`src/sv/multichannel_spike_threshold_detector_core_assert.svh`:
```
// ----------------------------------------------------------------------------
// Assertion macros for the spike threshold detector
// Wraps concurrent assertions so that synthesis sees empty bodies.
// ----------------------------------------------------------------------------
`ifndef MULTICHANNEL_SPIKE_THRESHOLD_DETECTOR_CORE_ASSERT_SVH
`define MULTICHANNEL_SPIKE_THRESHOLD_DETECTOR_CORE_ASSERT_SVH
`ifndef SYNTHESIS
// Same-cycle implication, disabled during reset.
`define MSTD_ASSERT_IMPLIES(name, clk, rst, ante, cons, msg) \
  name: assert property (@(posedge clk) disable iff (rst) (ante) |-> (cons)) \
    else $error(msg);
// Next-cycle implication, disabled during reset.
`define MSTD_ASSERT_NEXT(name, clk, rst, ante, cons, msg) \
  name: assert property (@(posedge clk) disable iff (rst) (ante) |=> (cons)) \
    else $error(msg);
`else
`define MSTD_ASSERT_IMPLIES(name, clk, rst, ante, cons, msg)
`define MSTD_ASSERT_NEXT(name, clk, rst, ante, cons, msg)
`endif
`endif

```
`src/sv/mstd_pkg.sv`:
```
// ----------------------------------------------------------------------------
// mstd_pkg
// Types and constants shared by the spike threshold detector files.
// ----------------------------------------------------------------------------
`default_nettype none

package mstd_pkg;

  // Field widths of a transaction.
  localparam int CHANNEL_W = 6;
  localparam int SAMPLE_W  = 16;
  localparam int TIME_W    = 32;

  // Configuration port.
  localparam int CFG_INDEX_W = 1;
  localparam int CFG_DATA_W  = 32;
  localparam logic [CFG_INDEX_W-1:0] REG_DETECT_MODE = 1'b0;
  localparam logic [CFG_INDEX_W-1:0] REG_DEAD_TIME   = 1'b1;

  // Operation codes.
  localparam logic OP_SAMPLE = 1'b0;
  localparam logic OP_WRITE  = 1'b1;

  // Threshold of a channel that has never been loaded.
  localparam logic signed [SAMPLE_W-1:0] THRESH_RESET = -16'sd2000;

  // Result queue sizing.
  localparam int RESULT_DEPTH = 4;
  localparam int PTR_W        = $clog2(RESULT_DEPTH);
  localparam int COUNT_W      = PTR_W + 1;
  localparam int OCC_W        = COUNT_W + 1;

  // Detection tests.
  typedef enum logic [1:0] {
    MODE_NEG  = 2'd0,
    MODE_POS  = 2'd1,
    MODE_NEO  = 2'd2,
    MODE_MEAN = 2'd3
  } mode_t;

  // One result as it is queued.
  typedef struct packed {
    logic                 spike;
    logic [CHANNEL_W-1:0] spike_channel;
  } result_t;

endpackage

`default_nettype wire

```
`src/sv/mstd_result_if.sv`:
```
// ----------------------------------------------------------------------------
// mstd_result_if
// Output channel: one detection result per transaction.
// ----------------------------------------------------------------------------
`default_nettype none

interface mstd_result_if;

  logic                           valid;
  logic                           ready;
  logic                           spike;
  logic [mstd_pkg::CHANNEL_W-1:0] spike_channel;

  modport source (
    output valid, spike, spike_channel,
    input  ready
  );

  modport sink (
    input  valid, spike, spike_channel,
    output ready
  );

endinterface

`default_nettype wire

```
`src/sv/mstd_result_fifo.sv`:
```
// ----------------------------------------------------------------------------
// mstd_result_fifo
// Small result queue that decouples the pipeline from the output handshake.
// ----------------------------------------------------------------------------
`default_nettype none

module mstd_result_fifo (
  input  wire logic                         clk,
  input  wire logic                         rst,
  input  wire logic                         push,
  input  wire mstd_pkg::result_t            push_data,
  output logic [mstd_pkg::COUNT_W-1:0]      count,
  mstd_result_if.source                     results
);

  mstd_pkg::result_t                  entries [mstd_pkg::RESULT_DEPTH];
  logic [mstd_pkg::PTR_W-1:0]         wr_ptr;
  logic [mstd_pkg::PTR_W-1:0]         rd_ptr;
  logic                               pop;
  mstd_pkg::result_t                  head;

  // A transaction leaves whenever the head is taken.
  assign pop  = results.valid && results.ready;
  assign head = entries[rd_ptr];

  assign results.valid         = (count != '0);
  assign results.spike         = head.spike;
  assign results.spike_channel = head.spike_channel;

  // Pointers and fill count.
  always_ff @(posedge clk) begin
    if (rst) begin
      wr_ptr <= '0;
      rd_ptr <= '0;
      count  <= '0;
    end else begin
      if (push) begin
        wr_ptr <= wr_ptr + 1'b1;
      end
      if (pop) begin
        rd_ptr <= rd_ptr + 1'b1;
      end
      case ({push, pop})
        2'b10:   count <= count + 1'b1;
        2'b01:   count <= count - 1'b1;
        default: count <= count;
      endcase
    end
  end

  // Storage needs no reset.
  always_ff @(posedge clk) begin
    if (push) begin
      entries[wr_ptr] <= push_data;
    end
  end

endmodule

`default_nettype wire

```
`src/flat_wrapper.sv`:
```
// flat-port wrapper written by rule: the top's interface ports become plain ports
module mstd_result_fifo_flat 
  (clk, rst, push, push_data, count, results_valid, results_spike, results_spike_channel, results_ready);
  mstd_result_if results_i ();
  input  wire logic clk;
  input  wire logic rst;
  input  wire logic push;
  input  wire mstd_pkg::result_t push_data;
  output logic [mstd_pkg::COUNT_W-1:0] count;
  output wire logic [$bits(results_i.valid)-1:0] results_valid;
  output wire logic [$bits(results_i.spike)-1:0] results_spike;
  output wire logic [$bits(results_i.spike_channel)-1:0] results_spike_channel;
  input wire logic [$bits(results_i.ready)-1:0] results_ready;
  assign results_valid = results_i.valid;
  assign results_spike = results_i.spike;
  assign results_spike_channel = results_i.spike_channel;
  assign results_i.ready = results_ready;
  mstd_result_fifo u_core (.clk(clk), .rst(rst), .push(push), .push_data(push_data), .count(count), .results(results_i));
endmodule
```
`config.mk`:
```
export PLATFORM = sky130hd
export DESIGN_NAME = mstd_result_fifo_flat
export DESIGN_NICKNAME = d
export VERILOG_FILES = /design/src/sv/multichannel_spike_threshold_detector_core_assert.svh /design/src/sv/mstd_pkg.sv /design/src/sv/mstd_result_if.sv /design/src/sv/mstd_result_fifo.sv /design/src/flat_wrapper.sv
export SDC_FILE = /design/constraint.sdc
export NUM_CORES = 1
export LEC_CHECK = 0
export BUFFER_PORTS_ARGS = -buffer_cell sky130_fd_sc_hd__buf_2
export CORE_UTILIZATION = 50
export CTS_BUF_LIST = sky130_fd_sc_hd__clkbuf_8 sky130_fd_sc_hd__clkbuf_16
export CTS_CLUSTER_DIAMETER = 40
export DETAILED_ROUTE_END_ITERATION = 10
export GPL_TIMING_DRIVEN = 0
export PLACE_DENSITY = 0.79
export SETUP_SLACK_MARGIN = 0.3
export SLEW_MARGIN = 20
export SYNTH_ARGS = -nofsm -noshare
export SYNTH_HDL_FRONTEND = slang
export SYNTH_SLANG_ARGS = --single-unit
```
`constraint.sdc`:
```
create_clock -name clk -period 2.5 [get_ports clk]
set_input_delay 0.375 -clock clk [delete_from_list [all_inputs] [get_ports clk]]
set_output_delay 0.375 -clock clk [all_outputs]
set_load 0.01 [all_outputs]
```
==> metrics.txt <==
status complete, no violations; Post-CTS Hold Fix Bufs 0; net switching share of the total power 27.4%; Yosys top cell area share a little under three fifths; pwr/cell area around 910 nW/µm²; Layout Area Growth over Synthesis 15.0%; per-cell routed wire length 14.0 µm; Critical Path Start Type register; post-synthesis instance total 84; required time worst endpoint 2710 ps; number of vias after detailed routing approximately 740; post-route setup TNS 0 ps; Routed WL approximately 2.0 mm; clock tree from TritonCTS built; global-route wire length before repair 3.33 mm; largest cells by area after synthesis sky130_fd_sc_hd__edfxtp_1, sky130_fd_sc_hd__dfxtp_1, sky130_fd_sc_hd__mux4_2; fraction of the yosys area taken by sequential cells 69.3%; # resized after CTS 0; Slew Limit Headroom ~72%; Post-synth ARST share 0%; unrepaired setup endpoints after global routing no; internal power roughly 1.1 mW; library cell used as clock root buffer sky130_fd_sc_hd__clkbuf_8; number of top-level pins 22; post-synthesis sequential element count 37; clock slew at reported path FFs roughly 70 ps; Die Y between 50 and 60 µm; maximum capacitance violations 0; sort of element at the end of the critical path register; min cycle time layout slightly below 2000 ps; Setup violations, final 0; number of hold violations in the final report 0; top cells by instance count after synthesis sky130_fd_sc_hd__edfxtp_1, sky130_fd_sc_hd__dfxtp_1, sky130_fd_sc_hd__nor2_1; number of DRC markers after the initial detailed-route iteration 4; number of warnings printed during yosys synthesis 0; clock buffers created by TritonCTS 5; Rows 19; static leakage ~0.62 nW; antenna violation net count after detailed routing 0; share of the clock period used by the worst path after layout 77.6%; HPWL after DPL 1.47 mm; Die Wd ~56 µm; GRT overflow 0; die area ~3200 µm²; count of antenna diodes in the layout 0; measured slew at the worst slew-check pin roughly 420 ps; dpl cells roughly 140; Setup Fix Bufs, Post-CTS 0; post-synthesis cell area 1470 µm²; number of non-filler instances in the completed layout ~140; max-slew violations 0; largest area contributor in the netlist sky130_fd_sc_hd__edfxtp_1; share of final-layout standard cells stronger than drive strength 1 between 30% and 40%; Cell variety after synth 19; clock skew after layout 6.22 ps; most used standard cell by instance count after synthesis sky130_fd_sc_hd__edfxtp_1; CTS max path bufs 2; Max VDD drop around 0.67 mV; effective utilization at floorplan a little over half; H-tree levels 2; global-route usage over all layers around 15%; worst hold path type input port to register; clock latency of the later-clocked register in the worst-skew pair 280 ps; endpoint arrival time on the critical path between 2000 and 2500 ps; crit path kind register to register; number of flops mapped to enable cells by yosys 28; net count reported at finish roughly 130; number of sinks driven by the clock tree 37; maximum number of pins on one net before global-route repair 12; vias in the first global route ~750; initial antenna violation count 0; Net Sw Power about 0.42 mW; number of search-and-repair iterations in the first detailed-routing pass 2; Floorplan Core Area between 2000 and 3000 µm²; last weighted congestion value of the routability-driven placer between 0.7 and 0.8; share of power burned in combinational logic 25.6%; number of remaining DRC errors 0; maximum achievable frequency roughly 520 MHz; primary flip-flop cell chosen by synthesis mapping sky130_fd_sc_hd__edfxtp_1; sequential share of power about half; mean instance size in the synthesized netlist roughly 18 µm²; input/output buffers 20; net count of the mapped netlist between 100 and 150; clock network power share 24.2%; via-per-instance ratio around 5.2; biggest fanout along the worst timing path 6
-- cell families (layout without fill, tap and decap cells) --
logic type	after synthesis	count (layout)	synth area share, %
AO/OA/AOI/OAI	5	5	2.80
XOR/XNOR	5	5	3.48
adder cells (fa/ha/maj)	6	6	5.61
buffers and inverters	9	37	2.80
flip-flops	37	37	69.3
multiplexers	8	8	11.4
AND/OR/NAND/NOR	14	14	4.59
-- metal layers --
metal	GRT usage, %	wire (µm)	up-vias
met5	0	0	-
met4	8.36	32	0
met3	4.15	79	6
met2	24.5	1040	15
met1	17.7	853	361
li1	-	-	362
-- worst paths after layout --
| check | depth (start not counted) | slack, ps | to | from |
|---|---|---|---|---|
| hold reg to reg | 2 | 540 | u_core.rd_ptr[1]$_SDFFE_PP0P_ | u_core.rd_ptr[1]$_SDFFE_PP0P_ |
| hold / removal | 1 | 310 | u_core.entries[0][4]$_DFFE_PP_ | push_data[4] |
| setup reg to reg | 7 | 560 | u_core.count[2]$_SDFFE_PP0P_ | u_core.count[0]$_SDFFE_PP0P_ |
| setup / recovery | 7 | 560 | u_core.count[2]$_SDFFE_PP0P_ | u_core.count[0]$_SDFFE_PP0P_ |
-- placed cells by master (no fill, tap or decap) --
| cell | count |
|---|---|
| sky130_fd_sc_hd__edfxtp_1 | 28 |
| sky130_fd_sc_hd__mux2i_1 | 1 |
| sky130_fd_sc_hd__xnor2_1 | 1 |
| sky130_fd_sc_hd__clkbuf_1 | 2 |
| sky130_fd_sc_hd__clkbuf_8 | 5 |
| sky130_fd_sc_hd__nor2_1 | 8 |
| sky130_fd_sc_hd__or3_1 | 2 |
| sky130_fd_sc_hd__buf_6 | 1 |
| sky130_fd_sc_hd__a21oi_1 | 2 |
| sky130_fd_sc_hd__o21ai_0 | 1 |
| sky130_fd_sc_hd__inv_1 | 6 |
| sky130_fd_sc_hd__fa_1 | 1 |
| sky130_fd_sc_hd__xnor2_2 | 1 |
| sky130_fd_sc_hd__buf_2 | 20 |
| sky130_fd_sc_hd__clkinv_1 | 2 |
| sky130_fd_sc_hd__clkinv_2 | 1 |
| sky130_fd_sc_hd__and2_1 | 4 |
| sky130_fd_sc_hd__o31a_2 | 1 |
| sky130_fd_sc_hd__mux4_2 | 7 |
| sky130_fd_sc_hd__o311ai_2 | 1 |
| sky130_fd_sc_hd__xor2_1 | 3 |
| sky130_fd_sc_hd__ha_1 | 5 |
| sky130_fd_sc_hd__dfxtp_1 | 9 |
-- critical path: stages (launching register included) --
cell	delay, ps
sky130_fd_sc_hd__dfxtp_1	440
sky130_fd_sc_hd__o31a_2	210
sky130_fd_sc_hd__ha_1	190
sky130_fd_sc_hd__inv_1	60
sky130_fd_sc_hd__fa_1	370
sky130_fd_sc_hd__xor2_1	160
sky130_fd_sc_hd__or3_1	300
sky130_fd_sc_hd__a21oi_1	150
-- state kept, by name, indices dropped and copies added, names as in the netlist, named ones only --
signal / cells
u_core.rd_ptr: 2
u_core.entries: 28
u_core.wr_ptr: 2
u_core.count: 3
-- cell type report --
cell class                      count  area (µm²)
Tap cell                           31        38.8
Sequential cell                    37        1020
Multi-Input combinational cell     38         410
Clock buffer                        5        68.8
Buffer                              3        18.8
Clock inverter                      3        12.5
Fill cell                         211        1090
Inverter                            6        22.5
Timing Repair Buffer               20         100
-- power groups by stage --
stage / clock, mW / sequential (mW) / combinational (mW)
6_report: 0.371 / 0.770 / 0.392
5_1_grt: 0.403 / 0.780 / 0.434
3_3_place_gp: 0 / 0.780 / 0.392
4_1_cts: 0.381 / 0.771 / 0.401
2_1_floorplan: 0 / 0.786 / 0.281
3_5_place_dp: 0 / 0.784 / 0.400
-- through the flow --
| stage | utilization, % | cell area, µm² | hold WS [ps] | power (mW) | worst slack, ps |
|---|---|---|---|---|---|
| 2_1_floorplan | - | 1470 | 474 | 1.07 | 629 |
| 3_3_place_gp | 57.9 | 1610 | 508 | 1.17 | 605 |
| 3_5_place_dp | 57.9 | 1610 | 523 | 1.18 | 548 |
| 4_1_cts | 60.9 | 1690 | 304 | 1.55 | 535 |
| 5_1_grt | 60.9 | 1690 | 307 | 1.62 | 448 |
| 6_report | 60.9 | 1690 | 312 | 1.53 | 560 |
(Power assumes the default switching activity.)
